==> config.mk <==
export PLATFORM = sky130hd
export DESIGN_NAME = piecewise_linear_tone_curve_flat
export DESIGN_NICKNAME = d
export VERILOG_FILES = /design/src/design/plt_pkg.sv /design/src/design/plt_channels.sv /design/src/design/plt_cfg_regs.sv /design/src/design/plt_seg_search.sv /design/src/design/plt_div.sv /design/src/design/piecewise_linear_tone_curve.sv /design/src/flat_wrapper.sv
export SDC_FILE = /design/constraint.sdc
export NUM_CORES = 2
export LEC_CHECK = 0
export BUFFER_PORTS_ARGS = -buffer_cell sky130_fd_sc_hd__buf_4
export CAP_MARGIN = 10
export CORE_MARGIN = 1.5
export CORE_UTILIZATION = 40
export CTS_CLUSTER_DIAMETER = 40
export DETAILED_ROUTE_END_ITERATION = 6
export PLACE_DENSITY = 0.55
export SYNTH_ARGS = -nofsm -noshare
export SYNTH_HDL_FRONTEND = slang
export SYNTH_SLANG_ARGS = --single-unit
==> constraint.sdc <==
create_clock -name clk -period 7.95 [get_ports clk]
set_input_delay 0 -clock clk [delete_from_list [all_inputs] [get_ports clk]]
set_output_delay 0 -clock clk [all_outputs]
set_load 0.1 [all_outputs]
==> src/design/plt_pkg.sv <==
`timescale 1ns / 1ps
// ----------------------------------------------------------------------------
// plt_pkg
// shared types, constants and register indexes of the tone curve block
// ----------------------------------------------------------------------------
package plt_pkg;

  localparam int LEVEL_BITS         = 8;
  localparam int CFG_DATA_BITS      = 64;
  localparam int CFG_INDEX_BITS     = 3;
  localparam int COUNT_BITS         = 5;
  localparam int POINT_BITS         = 2 * LEVEL_BITS;
  localparam int POINTS_PER_REG     = CFG_DATA_BITS / POINT_BITS;
  localparam int DEF_MAX_POINTS     = 16;
  localparam int PROD_BITS          = 2 * LEVEL_BITS;
  localparam int QUO_BITS           = LEVEL_BITS;
  localparam int QUO_IDX_BITS       = $clog2(QUO_BITS);
  localparam int DIV_BITS_PER_STAGE = 2;
  localparam int DIV_STAGES         = QUO_BITS / DIV_BITS_PER_STAGE;

  localparam logic [LEVEL_BITS-1:0]     LEVEL_MAX = 8'd255;

  localparam logic [CFG_INDEX_BITS-1:0] CFG_POINT_COUNT = 3'd0;
  localparam logic [CFG_INDEX_BITS-1:0] CFG_POINTS_BASE = 3'd1;

  localparam logic [COUNT_BITS-1:0]    COUNT_RESET   = 5'd2;
  localparam logic [CFG_DATA_BITS-1:0] POINTS0_RESET = 64'h0000_0000_FFFF_0000;

  typedef logic [LEVEL_BITS-1:0] level_t;

  typedef struct packed {
    level_t y;
    level_t x;
  } point_t;

  // segment search result
  typedef struct packed {
    logic   direct;
    level_t base;
    level_t px;
    level_t nx;
    level_t ny;
    level_t level;
    logic   last;
  } seg_t;

  typedef struct packed {
    logic valid;
    seg_t data;
  } seg_stage_t;

  // divider working set
  typedef struct packed {
    logic                 direct;
    logic                 neg;
    level_t               base;
    logic [PROD_BITS-1:0] rem;
    level_t               den;
    logic [QUO_BITS-1:0]  quo;
    logic                 last;
  } div_t;

  typedef struct packed {
    logic valid;
    div_t data;
  } div_stage_t;

endpackage

==> src/design/plt_channels.sv <==
`timescale 1ns / 1ps
// ----------------------------------------------------------------------------
// plt_channels
// valid/ready channels for levels in, levels out and register writes
// ----------------------------------------------------------------------------
interface plt_in_if;
  logic                           valid;
  logic                           ready;
  logic [plt_pkg::LEVEL_BITS-1:0] level_in;
  logic                           last_in;

  modport source (output valid, level_in, last_in, input ready);
  modport sink   (input valid, level_in, last_in, output ready);
endinterface

interface plt_out_if;
  logic                           valid;
  logic                           ready;
  logic [plt_pkg::LEVEL_BITS-1:0] level_out;
  logic                           last_out;

  modport source (output valid, level_out, last_out, input ready);
  modport sink   (input valid, level_out, last_out, output ready);
endinterface

interface plt_cfg_if;
  logic                               valid;
  logic                               ready;
  logic [plt_pkg::CFG_INDEX_BITS-1:0] index;
  logic [plt_pkg::CFG_DATA_BITS-1:0]  data;

  modport source (output valid, index, data, input ready);
  modport sink   (input valid, index, data, output ready);
endinterface

==> src/design/plt_cfg_regs.sv <==
`timescale 1ns / 1ps
// ----------------------------------------------------------------------------
// plt_cfg_regs
// point count and control point registers, written over the config channel
// ----------------------------------------------------------------------------
module plt_cfg_regs #(
  parameter int MAX_POINTS = plt_pkg::DEF_MAX_POINTS,
  parameter int CNT_W      = $clog2(MAX_POINTS + 1)
) (
  input  logic             clk,
  input  logic             rst_n,
  plt_cfg_if.sink          cfg_ch,
  output logic [CNT_W-1:0] count_eff,
  output plt_pkg::point_t  points [MAX_POINTS]
);
  import plt_pkg::*;

  localparam logic [COUNT_BITS-1:0] MAXP = COUNT_BITS'(MAX_POINTS);

  logic [COUNT_BITS-1:0] count_r;
  point_t                points_r [MAX_POINTS];
  logic                  wr;

  assign cfg_ch.ready = 1'b1;
  assign wr           = cfg_ch.valid;

  always_ff @(posedge clk) begin
    if (!rst_n) begin
      count_r <= COUNT_RESET;
      for (int k = 0; k < MAX_POINTS; k++) begin
        points_r[k] <= (k < POINTS_PER_REG) ?
                       POINTS0_RESET[POINT_BITS*(k % POINTS_PER_REG) +: POINT_BITS] : '0;
      end
    end else if (wr) begin
      if (cfg_ch.index == CFG_POINT_COUNT) begin
        count_r <= cfg_ch.data[COUNT_BITS-1:0];
      end
      for (int k = 0; k < MAX_POINTS; k++) begin
        if (cfg_ch.index == CFG_POINTS_BASE + CFG_INDEX_BITS'(k / POINTS_PER_REG)) begin
          points_r[k] <= cfg_ch.data[POINT_BITS*(k % POINTS_PER_REG) +: POINT_BITS];
        end
      end
    end
  end

  // counts above the table size use the whole table
  assign count_eff = (count_r > MAXP) ? CNT_W'(MAX_POINTS) : CNT_W'(count_r);
  assign points    = points_r;

endmodule

==> src/design/plt_seg_search.sv <==
`timescale 1ns / 1ps
// ----------------------------------------------------------------------------
// plt_seg_search
// first pipeline stage: parallel x compares, priority pick, segment fetch
// ----------------------------------------------------------------------------
module plt_seg_search #(
  parameter int MAX_POINTS = plt_pkg::DEF_MAX_POINTS,
  parameter int CNT_W      = $clog2(MAX_POINTS + 1)
) (
  input  logic                 clk,
  input  logic                 rst_n,
  input  logic                 adv,
  input  logic                 in_valid,
  input  plt_pkg::level_t      level,
  input  logic                 last,
  input  logic [CNT_W-1:0]     count_eff,
  input  plt_pkg::point_t      points [MAX_POINTS],
  output plt_pkg::seg_stage_t  stage_r
);
  import plt_pkg::*;

  localparam int IDX_W = $clog2(MAX_POINTS);

  logic [MAX_POINTS-1:0] hit;
  logic [IDX_W-1:0]      idx;
  logic [IDX_W-1:0]      prev;
  logic [IDX_W-1:0]      last_idx;
  logic                  found;
  seg_t                  seg;
  seg_stage_t            stage_nxt;

  always_comb begin
    for (int k = 0; k < MAX_POINTS; k++) begin
      hit[k] = (CNT_W'(k) < count_eff) && (points[k].x >= level);
    end
    idx = '0;
    for (int k = MAX_POINTS - 1; k >= 0; k--) begin
      if (hit[k]) begin
        idx = IDX_W'(k);
      end
    end
  end

  assign found    = |hit;
  assign prev     = idx - IDX_W'(1);
  assign last_idx = IDX_W'(count_eff - CNT_W'(1));

  always_comb begin
    seg        = '0;
    seg.level  = level;
    seg.last   = last;
    seg.direct = 1'b1;
    if (count_eff == '0) begin
      seg.base = '0;
    end else if (count_eff == CNT_W'(1)) begin
      seg.base = points[0].y;
    end else if (!found) begin
      seg.base = points[last_idx].y;
    end else if (idx == '0) begin
      seg.base = points[0].y;
    end else begin
      seg.direct = 1'b0;
      seg.base   = points[prev].y;
      seg.px     = points[prev].x;
      seg.nx     = points[idx].x;
      seg.ny     = points[idx].y;
    end
  end

  assign stage_nxt.valid = in_valid;
  assign stage_nxt.data  = seg;

  always_ff @(posedge clk) begin
    if (!rst_n) begin
      stage_r.valid <= 1'b0;
    end else if (adv) begin
      stage_r.valid <= stage_nxt.valid;
    end
    if (adv) begin
      stage_r.data <= stage_nxt.data;
    end
  end

endmodule

==> src/design/plt_div.sv <==
`timescale 1ns / 1ps
// ----------------------------------------------------------------------------
// plt_div
// pipelined restoring divider, a fixed number of quotient bits per stage
// ----------------------------------------------------------------------------
module plt_div (
  input  logic                clk,
  input  logic                rst_n,
  input  logic                adv,
  input  plt_pkg::div_stage_t div_in,
  output plt_pkg::div_stage_t div_out
);
  import plt_pkg::*;

  div_stage_t stage_r [DIV_STAGES];

  function automatic div_t div_step(div_t d, int unsigned top);
    div_t                 r;
    logic [PROD_BITS-1:0] trial;
    int unsigned          b;
    r = d;
    for (int j = 0; j < DIV_BITS_PER_STAGE; j++) begin
      b     = top - j;
      trial = PROD_BITS'(r.den) << b;
      if (r.rem >= trial) begin
        r.rem                       = r.rem - trial;
        r.quo[b[QUO_IDX_BITS-1:0]]  = 1'b1;
      end
    end
    return r;
  endfunction

  for (genvar s = 0; s < DIV_STAGES; s++) begin : g_stage
    div_stage_t src;
    div_stage_t stage_nxt;

    if (s == 0) begin : g_first
      assign src = div_in;
    end else begin : g_next
      assign src = stage_r[s-1];
    end

    assign stage_nxt.valid = src.valid;
    assign stage_nxt.data  = div_step(src.data, QUO_BITS - 1 - s * DIV_BITS_PER_STAGE);

    always_ff @(posedge clk) begin
      if (!rst_n) begin
        stage_r[s].valid <= 1'b0;
      end else if (adv) begin
        stage_r[s].valid <= stage_nxt.valid;
      end
      if (adv) begin
        stage_r[s].data <= stage_nxt.data;
      end
    end
  end

  assign div_out = stage_r[DIV_STAGES-1];

endmodule

==> src/design/piecewise_linear_tone_curve.sv <==
`timescale 1ns / 1ps
// ----------------------------------------------------------------------------
// piecewise_linear_tone_curve
// maps input levels through a tone curve of up to MAX_POINTS control points
// ----------------------------------------------------------------------------
// One level is accepted per cycle unless the pipeline stalls, and each result
// passes through one stage of parallel x compares and segment fetch, one stage
// of slope multiply, four divider stages of two quotient bits each, and the
// output register. A result held at the output stalls the whole pipeline,
// so in_ch.ready follows out_ch.ready while the output register is full.
// Control points are written through cfg_ch, which is always ready, and
// should only be changed while no level is in flight.
module piecewise_linear_tone_curve #(
  parameter int MAX_POINTS = plt_pkg::DEF_MAX_POINTS
) (
  input  logic       clk,
  input  logic       rst_n,
  plt_in_if.sink     in_ch,
  plt_out_if.source  out_ch,
  plt_cfg_if.sink    cfg_ch
);
  import plt_pkg::*;

  localparam int CNT_W = $clog2(MAX_POINTS + 1);

  logic [CNT_W-1:0] count_eff;
  point_t           points [MAX_POINTS];
  logic             adv;
  seg_stage_t       seg_r;
  div_stage_t       mul_r;
  div_stage_t       mul_nxt;
  div_stage_t       div_out;

  level_t               dl;
  level_t               den;
  level_t               mag;
  logic                 neg;
  logic [PROD_BITS-1:0] prod;

  logic                  out_valid_r;
  level_t                out_level_r;
  level_t                out_level_nxt;
  logic                  out_last_r;
  logic [LEVEL_BITS+1:0] sum;

  assign adv         = !out_valid_r || out_ch.ready;
  assign in_ch.ready = adv;

  plt_cfg_regs #(
    .MAX_POINTS (MAX_POINTS),
    .CNT_W      (CNT_W)
  ) u_cfg (
    .clk       (clk),
    .rst_n     (rst_n),
    .cfg_ch    (cfg_ch),
    .count_eff (count_eff),
    .points    (points)
  );

  plt_seg_search #(
    .MAX_POINTS (MAX_POINTS),
    .CNT_W      (CNT_W)
  ) u_search (
    .clk       (clk),
    .rst_n     (rst_n),
    .adv       (adv),
    .in_valid  (in_ch.valid),
    .level     (in_ch.level_in),
    .last      (in_ch.last_in),
    .count_eff (count_eff),
    .points    (points),
    .stage_r   (seg_r)
  );

  // slope stage: |dy| * (level - px), sign kept aside
  assign dl   = seg_r.data.level - seg_r.data.px;
  assign den  = seg_r.data.nx - seg_r.data.px;
  assign neg  = seg_r.data.ny < seg_r.data.base;
  assign mag  = neg ? (seg_r.data.base - seg_r.data.ny) : (seg_r.data.ny - seg_r.data.base);
  assign prod = {{LEVEL_BITS{1'b0}}, mag} * {{LEVEL_BITS{1'b0}}, dl};

  always_comb begin
    mul_nxt.valid       = seg_r.valid;
    mul_nxt.data.direct = seg_r.data.direct;
    mul_nxt.data.neg    = neg;
    mul_nxt.data.base   = seg_r.data.base;
    mul_nxt.data.rem    = prod;
    mul_nxt.data.den    = den;
    mul_nxt.data.quo    = '0;
    mul_nxt.data.last   = seg_r.data.last;
  end

  always_ff @(posedge clk) begin
    if (!rst_n) begin
      mul_r.valid <= 1'b0;
    end else if (adv) begin
      mul_r.valid <= mul_nxt.valid;
    end
    if (adv) begin
      mul_r.data <= mul_nxt.data;
    end
  end

  plt_div u_div (
    .clk     (clk),
    .rst_n   (rst_n),
    .adv     (adv),
    .div_in  (mul_r),
    .div_out (div_out)
  );

  // quotient truncates toward zero: applied as a signed magnitude
  assign sum = div_out.data.neg ?
               ({2'b00, div_out.data.base} - {2'b00, div_out.data.quo}) :
               ({2'b00, div_out.data.base} + {2'b00, div_out.data.quo});

  always_comb begin
    if (div_out.data.direct) begin
      out_level_nxt = div_out.data.base;
    end else if (sum[LEVEL_BITS+1]) begin
      out_level_nxt = '0;
    end else if (sum[LEVEL_BITS]) begin
      out_level_nxt = LEVEL_MAX;
    end else begin
      out_level_nxt = sum[LEVEL_BITS-1:0];
    end
  end

  always_ff @(posedge clk) begin
    if (!rst_n) begin
      out_valid_r <= 1'b0;
    end else if (adv) begin
      out_valid_r <= div_out.valid;
    end
  end

  always_ff @(posedge clk) begin
    if (adv) begin
      out_level_r <= out_level_nxt;
      out_last_r  <= div_out.data.last;
    end
  end

  assign out_ch.valid     = out_valid_r;
  assign out_ch.level_out = out_level_r;
  assign out_ch.last_out  = out_last_r;

endmodule
==> src/flat_wrapper.sv <==
// flat-port wrapper written by rule: the top's interface ports become plain ports
module piecewise_linear_tone_curve_flat import plt_pkg::*;
#(
  parameter int MAX_POINTS = plt_pkg::DEF_MAX_POINTS
)
  (clk, rst_n, in_ch_valid, in_ch_level_in, in_ch_last_in, in_ch_ready, out_ch_valid, out_ch_level_out, out_ch_last_out, out_ch_ready, cfg_ch_valid, cfg_ch_index, cfg_ch_data, cfg_ch_ready);
  plt_in_if in_ch_i ();
  plt_out_if out_ch_i ();
  plt_cfg_if cfg_ch_i ();
  input  logic clk;
  input  logic rst_n;
  input wire logic [$bits(in_ch_i.valid)-1:0] in_ch_valid;
  input wire logic [$bits(in_ch_i.level_in)-1:0] in_ch_level_in;
  input wire logic [$bits(in_ch_i.last_in)-1:0] in_ch_last_in;
  output wire logic [$bits(in_ch_i.ready)-1:0] in_ch_ready;
  output wire logic [$bits(out_ch_i.valid)-1:0] out_ch_valid;
  output wire logic [$bits(out_ch_i.level_out)-1:0] out_ch_level_out;
  output wire logic [$bits(out_ch_i.last_out)-1:0] out_ch_last_out;
  input wire logic [$bits(out_ch_i.ready)-1:0] out_ch_ready;
  input wire logic [$bits(cfg_ch_i.valid)-1:0] cfg_ch_valid;
  input wire logic [$bits(cfg_ch_i.index)-1:0] cfg_ch_index;
  input wire logic [$bits(cfg_ch_i.data)-1:0] cfg_ch_data;
  output wire logic [$bits(cfg_ch_i.ready)-1:0] cfg_ch_ready;
  assign in_ch_i.valid = in_ch_valid;
  assign in_ch_i.level_in = in_ch_level_in;
  assign in_ch_i.last_in = in_ch_last_in;
  assign in_ch_ready = in_ch_i.ready;
  assign out_ch_valid = out_ch_i.valid;
  assign out_ch_level_out = out_ch_i.level_out;
  assign out_ch_last_out = out_ch_i.last_out;
  assign out_ch_i.ready = out_ch_ready;
  assign cfg_ch_i.valid = cfg_ch_valid;
  assign cfg_ch_i.index = cfg_ch_index;
  assign cfg_ch_i.data = cfg_ch_data;
  assign cfg_ch_ready = cfg_ch_i.ready;
  piecewise_linear_tone_curve #(.MAX_POINTS(MAX_POINTS)) u_core (.clk(clk), .rst_n(rst_n), .in_ch(in_ch_i), .out_ch(out_ch_i), .cfg_ch(cfg_ch_i));
endmodule
==> impl_metrics.yaml <==
job:
  drv_cap: 0
sta:
  worst_slack_ns: 0.5575
  period_needed_ns: 7.393
  worstMarginPinSlew_ns: 1.116
  slew_headroom: 0.2479
  rsz0062_at_grt: "false"
  fin_skew_ns: 0.04161
  setup_viol: 0
  tns_ns: 0
  drv_slew: 0
  finalCritPeriodShare: 0.9299
  fmax_mhz: 135.3
  hold_viol: 0
synthesis:
  synth_fp_nets: 4053
  synth_area_leaders: "edfxtp_1 21%, dfxtp_1 16%, ha_1 11%, nand2_1 10%, a21boi_0 5.9%"
  synth.top_cell.area_share: 0.2070
  dominantRegCellSynth: "dfxtp_1"
  synth_cells: 3648
  yosysMostFrequentCell: "nand2_1"
  netlist_top_cells_count: "873 x nand2_1, 275 x ha_1, 265 x dfxtp_1"
  synth_area_leader_cell: "edfxtp_1"
  synth_seq_cells: 490
  ys_types: 84
  avgSynthCellArea_sq_um: 8.948
  synth_area_sq_um: 32640
  ys.warnings.count: 0
  ys_async_sr_fraction: 0
  synth-edff-count: 225
  yosysSeqAreaShare: 0.3695
worst_setup_path:
  critPathArrivalTime_ns: 7.76
  crit_path_frequent_cell: "a21o_1"
  cp-end-kind: "flip-flop"
  critPathMaxFanout: 12
  critPathMaxStageDelay_ns: 0.54
  crit_slowest_cell: "fa_1"
  rrSetupSlack_ns: 0.56
  startpoint_type: "flip-flop"
  required_ns: 8.32
  worstSetupPathType: "flip-flop to flip-flop"
grt:
  grt_pass1_wl_um: 157500
  antenna_found_initial: 4
  grt_remaining_overflow: 0
  track_usage: 0.2449
  grt_pass1_vias: 26455
  grt_max_degree: 114
routing:
  drc: 3
  ant_nets: 0
  wire_per_inst_um: 20.96
  drtIter0Drc: 2106
  via_per_inst: 5.560
  postRouteWirelength_um: 102700
  dr.pass1.iters: 7
  vias: 27242
pwr:
  ir_drop_mv: 0.7700
  power_density_nw_per_um2: 467.6
  finalPower_uw: 17980
  cellLeakagePower_uw: 0.01544
layout:
  drive_above_1_share: 0.1095
  fin_cells: 4900
  syn_to_final_growth_pct: 17.79
  nNetsFinal: 4163
clock_tree:
  cts_buffers: 92
  cts_root_buf: "clkbuf_16"
  post_cts_buffers: 0
  cts_max_path_buffers: 3
  htreeDepth: 3
  clock_sinks: 490
  clk_latency_ns: 0.67
  cts.reportedPaths.clkPinSlew_ns: 0.06
  cts_tree: "yes"
floorplanning:
  dieArea_sq_um: 83330
  rows: 104
  die_h_um: 288.7
  die_w_um: 288.7
  start_util: 0.4046
  ios: 93
  core_sq_um: 80680
outcome:
  failed_checks: "design-rule violations"
  status: "complete, but fails checks"
place:
  dp_slack_ns: 0.4152
  place_inst: 4641
  numPortBuffers: 91
  post-dp-hpwl_um: 71280
  place_congestion: 0.9360
worst_hold_path:
  holdCritPathClass: "input port to flip-flop"
-- power breakdown --
part	leakage [uW]	total, uW	internal (uW)	switching (uW)
clock network	0.00160	4070	2530	1540
logic	0.00927	9890	4340	5550
registers	0.00457	4020	3710	318
total	0.0154	18000	10600	7400
-- metrics by stage --
step                  util  area (sq um)  hold WS (ns)
detailed placement  0.4253         34310        0.1813
global route        0.4766         38450       0.06074
floorplan                -         32640       0.09887
global placement    0.4253         34310        0.1815
CTS                 0.4763         38420       0.01100
finish              0.4766         38450       0.03837
-- layout by cell type (no fill, tap or decap), drive strengths merged, types with 76 or more instances in the layout --
cell / netlist / final
nand2: 873 / 873
ha: 275 / 275
dfxtp: 265 / 265
a21boi: 258 / 258
inv: 203 / 232
edfxtp: 225 / 225
o21ai: 151 / 151
buf: 36 / 128
a21oi: 122 / 122
nor2: 122 / 122
clkbuf: 159 / 99
dlygate4sd3: 0 / 83
mux2i: 76 / 76
-- final timing paths --
| path | startpoint | end | depth (start not counted) |
|---|---|---|---|
| max | u_core.u_search.stage_r[9] | u_core.mul_r[32] | 33 |
| min | cfg_ch_index[0] | u_core.u_cfg.count_r[1] | 5 |
| max reg2reg | u_core.u_search.stage_r[9] | u_core.mul_r[32] | 33 |
| min reg2reg | u_core.mul_r[41] | u_core.u_div.stage_r[0][41] | 0 |
-- worst max-delay path, delay by kind of cell (launching register included) --
family	cells	cell delay [ns]
mux	1	0.25
xor+xnor	1	0.14
compound gates	15	2.57
flops	1	0.38
fa+ha+maj	7	2.91
simple gates	2	0.21
buf+inv	7	0.67
-- final cells by class --
cell class	instances	area, sq um
sequential	490	12060
tap	1060	1326
clock buffer	99	2411
timing repair buffer	211	1808
clock inverter	74	872.1
multi-input combinational	2760	19190
inverter	203	769.5
antenna	3	7.507
fill	7791	42230
-- repair_timing --
| item | in CTS | in global routing |
|---|---|---|
| endpoints found under the setup margin | 0 | 2 |
| hold buffers | 83 | 0 |
| gates resized for setup | 0 | 5 |
| endpoints found under the hold margin | 279 | 0 |
-- state kept, by name, summed over array words and instances (netlist names) --
signal / cells
u_core.mul_r: 36
u_core.u_cfg.points: 256
u_core.u_search.stage_r: 43
u_core.u_cfg.count_r: 5
u_core.out_ch.level_out: 8
u_core.out_ch.last_out: 1
u_core.u_div.stage_r: 140
u_core.out_ch.valid: 1
-- routing by layer --
layer	vias to the layer above	part of all wire	GRT usage
met5	-	0.00013	0
met4	2	0.032	0.08438
met3	184	0.067	0.04376
met2	889	0.46	0.3924
met1	12996	0.45	0.3320
li1	13171	-	-
-- cells by family (layout without fill, tap and decap cells) --
group | after synthesis | in the layout | synth area share
buf+inv | 398 | 587 | 0.04672
xor+xnor | 86 | 86 | 0.02330
simple gates | 1317 | 1317 | 0.1752
fa+ha+maj | 324 | 324 | 0.1355
other cells | 1 | 4 | 0.0001149
mux | 156 | 156 | 0.06366
flops | 490 | 490 | 0.3695
compound gates | 876 | 876 | 0.1860
Note: power is estimated with default switching activity, not from simulation.
